## config.mk

```make
export PLATFORM = sky130hd
export DESIGN_NAME = tree_route_next_hop_table
export DESIGN_NICKNAME = d
export VERILOG_FILES = /design/src/sv/trnh_pkg.sv /design/src/sv/trnh_table.sv /design/src/sv/tree_route_next_hop_table.sv
export SDC_FILE = /design/constraint.sdc
export NUM_CORES = 1
export LEC_CHECK = 0
export BUFFER_PORTS_ARGS = -buffer_cell sky130_fd_sc_hd__buf_4
export CAP_MARGIN = 25
export CORE_UTILIZATION = 62
export CTS_BUF_LIST = sky130_fd_sc_hd__clkbuf_16
export DETAILED_ROUTE_END_ITERATION = 8
export GPL_ROUTABILITY_DRIVEN = 0
export HOLD_SLACK_MARGIN = 0.05
export PLACE_DENSITY = 0.8
export SETUP_SLACK_MARGIN = 0.3
export SYNTH_ARGS = -nofsm -noshare
export SYNTH_HDL_FRONTEND = slang
export SYNTH_HIERARCHICAL = 1
export SYNTH_SLANG_ARGS = --single-unit
```

## constraint.sdc

```tcl
create_clock -name clk -period 3.3 [get_ports clk]
set_input_delay 0.33 -clock clk [delete_from_list [all_inputs] [get_ports clk]]
set_output_delay 0.33 -clock clk [all_outputs]
set_load 0.005 [all_outputs]
```

## src/sv/trnh_pkg.sv

```systemverilog
`default_nettype none
package trnh_pkg;

  // Operation codes of an input transaction
  localparam logic [1:0] OP_WRITE   = 2'd0;
  localparam logic [1:0] OP_LOOKUP  = 2'd1;
  localparam logic [1:0] OP_SUBTREE = 2'd2;
  localparam logic [1:0] OP_CLEAR   = 2'd3;

  // Configuration register indexes
  localparam logic CFG_OWN_ID    = 1'b0;
  localparam logic CFG_PARENT_ID = 1'b1;

  // Largest id that a table entry can hold
  localparam logic [7:0] ID_MAX = 8'd63;

  typedef struct packed {
    logic [1:0] op;
    logic [5:0] node_id;
    logic [7:0] parent_value;
    logic [5:0] root_id;
  } trnh_in_t;

  typedef struct packed {
    logic [5:0] next_hop;
    logic       in_subtree;
    logic       used_default;
  } trnh_out_t;

  // Table update request from the sequencer
  typedef struct packed {
    logic       en;
    logic       clr;
    logic [5:0] node;
    logic [7:0] value;
  } trnh_wr_t;

  // Registered table read result
  typedef struct packed {
    logic       inv;
    logic [5:0] id;
  } trnh_rd_t;

endpackage
`default_nettype wire

```

## src/sv/trnh_table.sv

```systemverilog
`default_nettype none
module trnh_table import trnh_pkg::*; #(
  parameter int NUM_NODES = 64
) (
  input  wire logic       clk,
  input  wire logic       rst_n,
  input  wire trnh_wr_t   wr,
  input  wire logic [5:0] rd_node,
  output trnh_rd_t        rd
);

  localparam int TBL_DEPTH = (NUM_NODES < 64) ? NUM_NODES : 64;
  localparam int IDX_W     = $clog2(TBL_DEPTH);

  logic [5:0]           mem [TBL_DEPTH];
  logic [TBL_DEPTH-1:0] vld_r;
  logic [5:0]           rd_id_r;
  logic                 rd_inv_r;

  logic             wr_in_range;
  logic             rd_in_range;
  logic [IDX_W-1:0] wr_idx;
  logic [IDX_W-1:0] rd_idx;

  assign wr_in_range = (32'(wr.node) < NUM_NODES);
  assign rd_in_range = (32'(rd_node) < NUM_NODES);
  assign wr_idx      = wr.node[IDX_W-1:0];
  assign rd_idx      = rd_node[IDX_W-1:0];

  // Mark an entry valid on write of an id up to ID_MAX, else invalid; drop all marks on clear or reset
  always_ff @(posedge clk) begin
    if (!rst_n || wr.clr) begin
      vld_r <= '0;
    end else if (wr.en && wr_in_range) begin
      vld_r[wr_idx] <= (wr.value <= ID_MAX);
    end
  end

  // Store parent ids and register one read per cycle
  always_ff @(posedge clk) begin
    if (wr.en && wr_in_range) begin
      mem[wr_idx] <= wr.value[5:0];
    end
    rd_id_r  <= mem[rd_idx];
    rd_inv_r <= !(rd_in_range && vld_r[rd_idx]);
  end

  assign rd.inv = rd_inv_r;
  assign rd.id  = rd_id_r;

endmodule
`default_nettype wire

```

## src/sv/tree_route_next_hop_table.sv

```systemverilog
// Write and clear transactions need no table walk; lookup and subtree test climb at most
// NUM_NODES parent entries, one table read per cycle through the single read port of the
// parent table. One transaction is in work at a time. A finished result goes to the output
// register when it is free; else it is parked and new transactions stall until it moves on.
// Synchronous active-low reset: own_id and parent_id go to 0, every table entry reads
// invalid right after reset (per-entry valid bits, no clearing pass).
`default_nettype none
module tree_route_next_hop_table import trnh_pkg::*; #(
  parameter int NUM_NODES = 64
) (
  input  wire logic       clk,
  input  wire logic       rst_n,
  input  wire logic       cfg_wr_en,
  input  wire logic       cfg_index,
  input  wire logic [5:0] cfg_data,
  input  wire logic       in_valid,
  output logic            in_stall,
  input  wire trnh_in_t   in_data,
  output logic            out_valid,
  input  wire logic       out_stall,
  output trnh_out_t       out_data
);

  localparam int CNT_W = $clog2(NUM_NODES + 1);
  localparam logic [CNT_W-1:0] STEP_LIMIT = CNT_W'(NUM_NODES);

  localparam logic [1:0] ST_IDLE = 2'd0;
  localparam logic [1:0] ST_WALK = 2'd1;
  localparam logic [1:0] ST_HOLD = 2'd2;

  logic [1:0]       state_r, state_nxt;
  logic             sub_r, sub_nxt;
  logic [5:0]       cur_r, cur_nxt;
  logic [5:0]       root_r, root_nxt;
  logic [CNT_W-1:0] cnt_r, cnt_nxt;
  trnh_out_t        res_r, res_nxt;
  logic [5:0]       own_r, parent_r;
  logic             out_valid_r;
  trnh_out_t        out_data_r;

  logic      in_acc;
  logic      slot_free;
  logic      done;
  logic      load;
  trnh_out_t res;
  trnh_out_t load_data;
  trnh_wr_t  wr;
  trnh_rd_t  rd;
  logic [5:0] rd_node;

  assign in_acc    = in_valid && !in_stall;
  assign in_stall  = (state_r != ST_IDLE);
  assign slot_free = !out_valid_r || !out_stall;

  // Table update on write and clear transactions
  assign wr.en    = in_acc && (in_data.op == OP_WRITE);
  assign wr.clr   = in_acc && (in_data.op == OP_CLEAR);
  assign wr.node  = in_data.node_id;
  assign wr.value = in_data.parent_value;

  // Start from the destination, then follow the last parent read
  assign rd_node = (state_r == ST_IDLE) ? in_data.node_id : rd.id;

  trnh_table #(
    .NUM_NODES(NUM_NODES)
  ) u_table (
    .clk    (clk),
    .rst_n  (rst_n),
    .wr     (wr),
    .rd_node(rd_node),
    .rd     (rd)
  );

  // Sequencer: one climb step per cycle
  always_comb begin
    state_nxt = state_r;
    sub_nxt   = sub_r;
    cur_nxt   = cur_r;
    root_nxt  = root_r;
    cnt_nxt   = cnt_r;
    res_nxt   = res_r;
    done      = 1'b0;
    res       = '0;
    load      = 1'b0;
    load_data = res_r;
    case (state_r)
      ST_IDLE: begin
        if (in_acc) begin
          case (in_data.op)
            OP_LOOKUP: begin
              if (in_data.node_id == '0) begin
                done             = 1'b1;
                res.next_hop     = parent_r;
                res.used_default = 1'b1;
              end else if (in_data.node_id == own_r) begin
                done         = 1'b1;
                res.next_hop = own_r;
              end else begin
                state_nxt = ST_WALK;
                sub_nxt   = 1'b0;
                cur_nxt   = in_data.node_id;
                cnt_nxt   = CNT_W'(1);
              end
            end
            OP_SUBTREE: begin
              if (in_data.node_id == in_data.root_id) begin
                done           = 1'b1;
                res.in_subtree = 1'b1;
              end else begin
                state_nxt = ST_WALK;
                sub_nxt   = 1'b1;
                root_nxt  = in_data.root_id;
                cur_nxt   = in_data.node_id;
                cnt_nxt   = CNT_W'(1);
              end
            end
            default: begin
              done = 1'b1;
            end
          endcase
        end
      end
      ST_WALK: begin
        if (sub_r) begin
          if (rd.inv || (cnt_r == STEP_LIMIT)) begin
            done = 1'b1;
          end else if (rd.id == root_r) begin
            done           = 1'b1;
            res.in_subtree = 1'b1;
          end else begin
            cur_nxt = rd.id;
            cnt_nxt = cnt_r + CNT_W'(1);
          end
        end else begin
          if (rd.inv) begin
            done             = 1'b1;
            res.next_hop     = parent_r;
            res.used_default = 1'b1;
          end else if (rd.id == own_r) begin
            done         = 1'b1;
            res.next_hop = cur_r;
          end else if (cnt_r == STEP_LIMIT) begin
            done             = 1'b1;
            res.next_hop     = parent_r;
            res.used_default = 1'b1;
          end else begin
            cur_nxt = rd.id;
            cnt_nxt = cnt_r + CNT_W'(1);
          end
        end
      end
      ST_HOLD: begin
        if (slot_free) begin
          load      = 1'b1;
          load_data = res_r;
          state_nxt = ST_IDLE;
        end
      end
      default: begin
        state_nxt = ST_IDLE;
      end
    endcase
    // Hand a finished result to the output register, or park it
    if (done) begin
      if (slot_free) begin
        load      = 1'b1;
        load_data = res;
        state_nxt = ST_IDLE;
      end else begin
        res_nxt   = res;
        state_nxt = ST_HOLD;
      end
    end
  end

  always_ff @(posedge clk) begin
    if (!rst_n) begin
      state_r <= ST_IDLE;
    end else begin
      state_r <= state_nxt;
    end
  end

  always_ff @(posedge clk) begin
    sub_r  <= sub_nxt;
    cur_r  <= cur_nxt;
    root_r <= root_nxt;
    cnt_r  <= cnt_nxt;
    res_r  <= res_nxt;
  end

  // Configuration registers
  always_ff @(posedge clk) begin
    if (!rst_n) begin
      own_r    <= '0;
      parent_r <= '0;
    end else if (cfg_wr_en) begin
      case (cfg_index)
        CFG_OWN_ID:    own_r    <= cfg_data;
        CFG_PARENT_ID: parent_r <= cfg_data;
        default: begin
        end
      endcase
    end
  end

  // Output register: load a result, drop it once taken
  always_ff @(posedge clk) begin
    if (!rst_n) begin
      out_valid_r <= 1'b0;
    end else if (load) begin
      out_valid_r <= 1'b1;
    end else if (!out_stall) begin
      out_valid_r <= 1'b0;
    end
  end

  always_ff @(posedge clk) begin
    if (load) begin
      out_data_r <= load_data;
    end
  end

  assign out_valid = out_valid_r;
  assign out_data  = out_data_r;

endmodule
`default_nettype wire
```

After elaboration in Yosys (flattened, before gate mapping)
Memory sizes are Yosys's and may differ from the RTL's. A register that Yosys moved wholly into a read port is not among the register bits.
Cells that the tools add are included.
- register bits: 116
- RAM bits: 384
- memories kept: 1
- output and inout bits: 10
- word-level logic and storage cells: 163
- bits of input ports: 34
- equal/unequal tests: 31
- reductions and logical operators: 25
- add/sub/neg operators: 1
- $lt $le $gt $ge: 4
- mux-type cells: 82
- bitwise operators: 3
- memories (memory ; depth ; width ; rd ports ; clocked after Yosys merged registers in ; write ports ; RTL line ; source):
    u_table.mem ; 64 ; 6 ; 1 ; 1 ; 1 ; trnh_table.sv:15 ; logic [5:0] mem [TBL_DEPTH];
- operators with widths (operator ; count):
    6-bit 2-to-1 mux ; 18
    7-bit 2-to-1 mux ; 10
    64-bit bitwise mux ; 1
    1-bit 2-to-1 mux ; 31
    3-bit != test (second input constant) ; 10
    7-bit one-hot mux with 2 select lines ; 2
    6-bit == test ; 4
    8-bit 2-to-1 mux ; 3
    6-bit one-hot mux with 2 select lines ; 2
    8-bit one-hot mux with 2 select lines ; 1
    6-bit by 7-bit less-than comparator with 1-bit output (second input constant) ; 2
    2-bit 2-to-1 mux ; 7
    4-bit != test (second input constant) ; 3
    11-bit AND reduction ; 1
    2-bit != test (second input constant) ; 5
    8-bit by 6-bit <= comparator with 1-bit output (second input constant) ; 1
    7-bit by 1-bit adder with 7-bit output (second input constant) ; 1
    7-bit == test (second input constant) ; 1
    7-bit AND reduction ; 1
    1-bit binary-select mux with 6-bit select ; 1
    1-bit demux with 6-bit select ; 1
    2-bit == test (second input constant) ; 3
    6-bit by 1-bit >= comparator with 1-bit output (second input constant) ; 1
    6-bit zero test ; 1
    other kinds (16) ; 35

Depth between registers and ports, before layout
Gate-level depths: netlist (run 1).
- depth after elaboration: 8
- depth in mapped cells: 10
- depth with buffers taken out: 7

Cells and area by module
Netlist (run 1), hierarchy kept.
- modules (own cells, without submodules) (module ; area each (sq um) ; seq. area each (sq um) ; times used ; cells each):
    trnh_table ; 18252.5 ; 12952.4 ; 1 ; 1094
    tree_route_next_hop_table ; 2746.4 ; 1381.3 ; 1 ; 231

Worst setup path after synthesis (run 1)
OpenSTA, ideal clock, no wires.
- path type: register to register
- from: reg state_r[0]
- to: reg u_table.rd_id_r[5], read port of u_table.mem
- arrival time: 2.462 ns
- data required time: 3.167 ns
- period minus slack after synthesis: 2.596 ns
- cell stages (with the launch flop): 11
- setup slack: 0.704 ns
- library setup time: 0.133 ns
- cell sequence: dfxtp_1 > nor2_1 > clkbuf_1 > mux2_2 > buf_4 > buf_4 > buf_6 > mux4_2 > a22o_1 > o41ai_1 > o41ai_1
- cells in the longest elaborated chain, start to end: 2
- RTL lines (element ; RTL line ; source):
    start, declared ; tree_route_next_hop_table.sv:31 ; logic [1:0] state_r, state_nxt;
    start signal, assigned ; tree_route_next_hop_table.sv:180 ; state_r <= state_nxt;
    2-bit zero test ; tree_route_next_hop_table.sv:62 ; assign rd_node = (state_r == ST_IDLE) ? in_data.node_id : rd.id;
    6-bit 2-to-1 mux ; tree_route_next_hop_table.sv:62 ;
    net rd_node[1] ; tree_route_next_hop_table.sv:49 ; logic [5:0] rd_node;
    end, declared ; trnh_table.sv:17 ; logic [5:0] rd_id_r;
The timed path passes the listed nets, and every way through them passes these cells.
A chain may end at the register's enable or synchronous reset.

Worst setup path after layout (run 1)
- from: reg state_r[0]
- to: reg u_table.rd_id_r[1], read port of u_table.mem
The elaborated chain is that of the path after synthesis.

==> flow_metrics.tcl, run 1 <==
set metrics [dict create \
    path_clk_slew_ns 0.06 \
    rows 67 \
    finalInstanceArea_um2 23600 \
    grt_overflow_total 0 \
    dpl-instance-area_um2 21900 \
    fin_setup_tns_ns 0 \
    reg2reg_to "u_table/rd_id_r[1]" \
    finalPower_mw 14.7 \
    grt_pass1_wl_mm 74.1 \
    yosysWarnings 6 \
    grt_max_degree 65 \
    hpwl_mm 29.9 \
    wl_met1_mm 18.6 \
    worst_ep_arrival_time_ns 3.33 \
    ant_nets 0 \
    chipHeight_um 186 \
    hold_depth 3 \
    netlist_top_cells_count "420 x edfxtp_1, 112 x mux4_2, 97 x nor2_1, 86 x dfxtp_1, 71 x o21ai_0" \
    grt_antenna_before_repair 1 \
    clk_latency_ns 0.57 \
    wl_met3_mm 4.58 \
    area.growth.synth_to_final_pct 12.6 \
    root_buffer "clkbuf_16" \
    setup_violations 0 \
    reg2regPathDepth 8 \
    rrSetupSlack_ns 0.44 \
    whs_endpoint "parent_r[4]" \
    drc 0 \
    synth_area_leader_cell "edfxtp_1" \
    cts.sink_count 506 \
    fin_crit_ns 2.86 \
    initial_core_util_pct 62.8 \
    ys_types 68 \
    synth_most_common_cell "edfxtp_1" \
    synth_area_per_cell_um2 15.8 \
    dr_wl_met2_mm 23.7 \
    drt_wl_total_mm 49.0 \
    synth_seq_cells 506 \
    synth_top_cell_area_share_pct 60.1 \
    r2r-start "state_r[0]" \
    die_x_um 186 \
    worst_pin_slew_ns 1.05 \
    route.vias.total 12500 \
    h-tree-depth 2 \
    run_status "complete, no violations" \
    wl_per_cell_um 26.2 \
    cts-buffers-inserted 49 \
    dr.first_iter.drc_count 1331 \
    syn-cell-area_um2 21000 \
    timing.fmax_mhz 350 \
    drv_cap 0 \
    worstPathRequired_ns 3.77 \
    drive_gt1_share_pct 24.0 \
    die_area_um2 34600 \
    maxSlewViolCount 0 \
    synth_edf_count 420 \
    fin_crit_sh_pct 86.6 \
    ys.flop_type "edfxtp_1" \
    dpl_worst_slack_ns 0.244 \
    rsz0062_at_grt "false" \
    cp-start-kind "flop" \
    layout.nets 1424 \
    hp-start "cfg_data[4]" \
    finalHoldWorstSlack_ns 0.0634 \
    cts_tree "done" \
    dr.pass1.iters 6 \
    slew_headroom_pct 29.3 \
    end_kind "flop" \
    pin_count 44 \
    top_layer "met4" \
    core_um2 33400 \
    path_class "reg -> reg" \
    hold_path_class "in -> reg" \
    syn_nets 1365 \
    p_leak_nw 7.56 \
    grt_pass1_vias 12300 \
    setup_ws_ns 0.441 \
    max-vdd-ir-drop_mv 0.524 \
    finalHoldViolCount 0 \
    grt_usage_pct 29.3 \
    async_flop_share_pct 0 \
    io_buffers 43 \
    pwr_density_cell_nw_per_um2 623 \
    finalClockSkew_ns 0.0273 \
    ys_top_cells_by_area "edfxtp_1 60%, mux4_2 12%, dfxtp_1 8.2%" \
    ys_seq_area_share_pct 68.3 \
    crit_path_max_fanout 37 \
    avgViaCountPerCell 6.65 \
    clock_tree.buffer_depth 3 \
    syn_inst 1325 \
]
[flip-flops by register name, summed over array words and instances, names as in the netlist]
signal and cells:
cnt_r 7, cur_r 6, sub_r 1, out_valid 1
state_r 2, u_table/vld_r 64, out_data 8, u_table/rd_id_r 6
own_r 6, parent_r 6, root_r 6, res_r 8
u_table/rd_inv_r 1, u_table/mem 384
[through the flow]
step,utilization [%],cells
CTS,70.5,1871
floorplan,-,1325
global placement,65.5,1772
global route,70.7,1872
detailed placement,65.5,1772
finish,70.7,1873
[metal layers]
metal  vias up  GRT usage, %
li1       5312             -
met1      6260          39.8
met2       719          46.6
met3       159          6.48
met4         0          11.6
met5         -             0
[power by group]
group / switching [mW] / internal (mW)
Sequential: 0.157 / 7.04
Combinational: 1.14 / 0.882
Clock: 2.35 / 3.15
[cell type report]
type                       count  area (µm²)
clock inverter                41         344
multi-input combinational    719        6300
inverter                      10        37.5
fill                        2061        9810
antenna                        1        2.50
timing repair buffer          98         807
tap                          448         561
clock buffer                  50        1250
sequential                   506       14300
[placed cells by master (no fill, tap or decap), types with 6 or more instances in the layout]
cell type | netlist | layout
a21boi_0 | 6 | 6
a21oi_1 | 62 | 62
a22o_1 | 7 | 7
a31o_2 | 6 | 6
and3_1 | 6 | 6
buf_4 | 7 | 86
clkbuf_16 | 0 | 50
clkinv_1 | 1 | 13
clkinv_2 | 0 | 9
dfxtp_1 | 86 | 86
dlygate4sd3_1 | 0 | 7
edfxtp_1 | 420 | 420
ha_1 | 6 | 6
inv_1 | 8 | 16
mux2_2 | 20 | 18
mux2i_1 | 22 | 22
mux4_2 | 112 | 112
nand2_1 | 67 | 66
nand2b_1 | 8 | 7
nand3_1 | 45 | 45
nand3b_1 | 11 | 11
nand4_1 | 6 | 6
nor2_1 | 97 | 84
nor2_2 | 0 | 11
nor2b_1 | 10 | 10
nor3_1 | 14 | 14
nor3b_1 | 11 | 10
o21ai_0 | 71 | 71
o22ai_1 | 19 | 19
o31ai_1 | 6 | 6
or3b_2 | 8 | 8
xnor2_1 | 23 | 23
xor2_1 | 6 | 6
[worst max path at each step]
| stage | endpoint | startpoint | slack [ns] | cells past startpoint |
|---|---|---|---|---|
| 5_1_grt | u_table/rd_id_r[1] | state_r[0] | 0.32 | 8 |
| 3_5_place_dp | u_table/vld_r[57] | state_r[0] | 0.24 | 7 |
| 6_report | u_table/rd_id_r[1] | state_r[0] | 0.44 | 8 |
| 2_1_floorplan | u_table/rd_id_r[5] | state_r[0] | 0.70 | 10 |
| 3_3_place_gp | u_table/rd_id_r[1] | state_r[0] | 0.33 | 8 |
| 4_1_cts | u_table/mem[58][4] | state_r[0] | 0.29 | 5 |
[cell families after synthesis]
kind of cell	share of synthesized area, %
DFF	68.3
and+or+nand+nor	7.65
AOI/OAI and AO/OA	6.24
muxes	14.1
buffers and inverters	2.15
xor gates and xnor gates	1.21
adders and majority gates	0.357
[what timing repair did]
item	in CTS	in global routing
endpoints found under the setup margin	20	149
hold buffers	7	0
buffers inserted	0	1
cloned	1	0
hold endpoints to repair	8	0
gates resized for setup	4	11
pin swaps	0	1
[worst max-delay path: stages, from the launching register on]
cell	delay [ns]
dfxtp_1	0.37
nor2_4	0.27
buf_4	0.20
mux2_4	0.35
buf_12	0.29
mux4_2	0.57
mux2i_1	0.27
a31oi_1	0.13
a32o_1	0.27
No activity file was read; power rests on OpenSTA's default activity.
==> run 2, diff against run 1 <==
- clock period: 3.3 -> 2.9 ns (I/O delays scaled with it)
==> run 2 against run 1 <==
  * Via count grew 2.3%
  * Fmax is 8.6% higher
  * Sequential power is 14% higher
  * Global-route usage grew 0.37 points
  * Hold slack better by 0.0042 ns
  * First-iteration DRC count is 25% higher
  * Critical path depth shrank 2
  * Critical path type unchanged
  * Critical endpoint is now u_table/rd_id_r[5]
  * Highest routed layer unchanged
==> flow_metrics.tcl, run 2 (synthesis results as in run 1) <==
set metrics [dict create \
    run_status "complete, no violations" \
    grt_pass1_vias 12500 \
    die_area_um2 34600 \
    drv_cap 0 \
    slowest_delay_ns 0.57 \
    worst_ep_arrival_time_ns 3.06 \
    finish.utilization_pct 71.6 \
    drive_gt1_share_pct 26.3 \
    multi_input_area_um2 6440 \
    pin_count 44 \
    fin_crit_sh_pct 90.8 \
    die_x_um 186 \
    grt_usage_pct 29.7 \
    chipHeight_um 186 \
    clock_tree.buffer_depth 3 \
    avgViaCountPerCell 6.74 \
    regMostFlops "u_table/mem" \
    grt_overflow_total 0 \
    h-tree-depth 2 \
    finalClockSkew_ns 0.0331 \
    max-vdd-ir-drop_mv 0.565 \
    route.vias.total 12700 \
    worstPathRequired_ns 3.32 \
    dpl-instance-area_um2 21900 \
    dr.pass1.iters 6 \
    layout.nets 1440 \
    cts-buffers-inserted 49 \
    cts.sink_count 506 \
    wl_per_cell_um 26.7 \
    fin_crit_ns 2.63 \
    nFillCells 1969 \
    dr.first_iter.drc_count 1670 \
    slew_headroom_pct 47.0 \
    path_class "reg -> reg" \
    cpMaxStageDelayCell "dfxtp_1" \
    ant_nets 0 \
    grt_pass1_wl_mm 75.1 \
    drc 0 \
    largest_reg_flops 384 \
    crit_path_max_fanout 9 \
    finalPower_mw 16.8 \
    hpwl_mm 30.1 \
    grt_max_degree 65 \
    cts_tree "done" \
    rows 67 \
    pwr_density_cell_nw_per_um2 702 \
    clk_latency_ns 0.56 \
    setup_violations 0 \
    hold_path_class "in -> reg" \
    rsz0062_at_grt "true" \
    finalInstanceArea_um2 24000 \
    p_leak_nw 7.71 \
    path_cells "mux2_8 -> buf_12 -> mux4_2 -> a22o_1 -> o41ai_4 -> o41ai_1" \
    root_buffer "clkbuf_16" \
    finalHoldViolCount 0 \
    core_um2 33400 \
    ff_latch_area_um2 14300 \
    timing.fmax_mhz 380 \
    area.growth.synth_to_final_pct 14.1 \
    maxSlewViolCount 0 \
    path_clk_slew_ns 0.07 \
    diodes 0 \
    layout_common_cells "420 x edfxtp_1, 112 x mux4_2, 88 x buf_4" \
    largest_registers "u_table/mem: 384 flops, u_table/vld_r: 64 flops" \
    grt_antenna_before_repair 0 \
    end_kind "flop" \
    final_common_cell "edfxtp_1" \
    initial_core_util_pct 62.8 \
    worst_pin_slew_ns 0.793 \
    fin_setup_tns_ns 0 \
    cp-start-kind "flop" \
    drt_wl_total_mm 50.4 \
    io_buffers 43 \
]
run 2: cell count changes in the layout (fill, tap and decap cells not counted), moves of 4 or more:
| cell | delta |
|---|---|
| buf_12 | +5 |
| clkinv_2 | -4 |
| clkinvlp_4 | -4 |
| dlygate4sd3_1 | +6 |
| inv_1 | +5 |
| nor2_1 | -25 |
| nor2_2 | +24 |
run 2: through the flow:
stage,setup WS (ns),hold WS (ns),instances
after floorplan,0.304,0.389,1325
after global placement,0.00371,0.455,1769
after detailed placement,0.00822,0.459,1769
after CTS,0.184,0.0525,1882
after global routing,0.233,0.0658,1889
final,0.268,0.0676,1889
run 2: worst max-delay path, delay by kind of cell, from the launching register on:
family	cells	cell delay [ns]
AO/OA/AOI/OAI	3	0.91
buffers and inverters	1	0.14
flip-flops	1	0.57
multiplexers	2	0.87
run 2: where the power goes:
group / switching (mW) / internal [mW] / total [mW]
sequential: 0.183 / 8.01 / 8.19
combinational: 1.38 / 1.14 / 2.52
clock: 2.62 / 3.49 / 6.11
run 2: worst paths after layout:
kind / cells past startpoint / slack (ns) / start / endpoint
setup / recovery: 6 / 0.27 / u_table/rd_id_r[0] / u_table/rd_id_r[5]
setup reg to reg: 6 / 0.27 / u_table/rd_id_r[0] / u_table/rd_id_r[5]
hold / removal: 3 / 0.07 / cfg_wr_en / parent_r[3]
hold reg to reg: 2 / 0.47 / parent_r[1] / parent_r[1]
run 2: routing by layer:
metal | up-vias | track usage (%) | share of wire (%)
met1 | 6412 | 40.3 | 38
li1 | 5349 | - | -
met2 | 823 | 47.6 | 48
met5 | - | 0 | 0
met4 | 0 | 11.4 | 3.9
met3 | 156 | 6.24 | 9.8
run 2: repair_timing:
action | CTS | global route
buffers inserted | 6 | 5
gates resized for setup | 32 | 23
endpoints found under the setup margin | 208 | 196
hold buffers | 13 | 0
cloned | 2 | 0
pin swaps | 2 | 2
hold endpoints to repair | 19 | 0
run 2: final cells by class:
| cell class | count | area share (%) |
|---|---|---|
| Clock buffer | 52 | 5.43 |
| Clock inverter | 40 | 1.01 |
| Inverter | 10 | 0.157 |
| Multi-Input combinational cell | 719 | 26.9 |
| Sequential cell | 506 | 59.8 |
| Tap cell | 448 | 2.34 |
| Timing Repair Buffer | 114 | 4.37 |
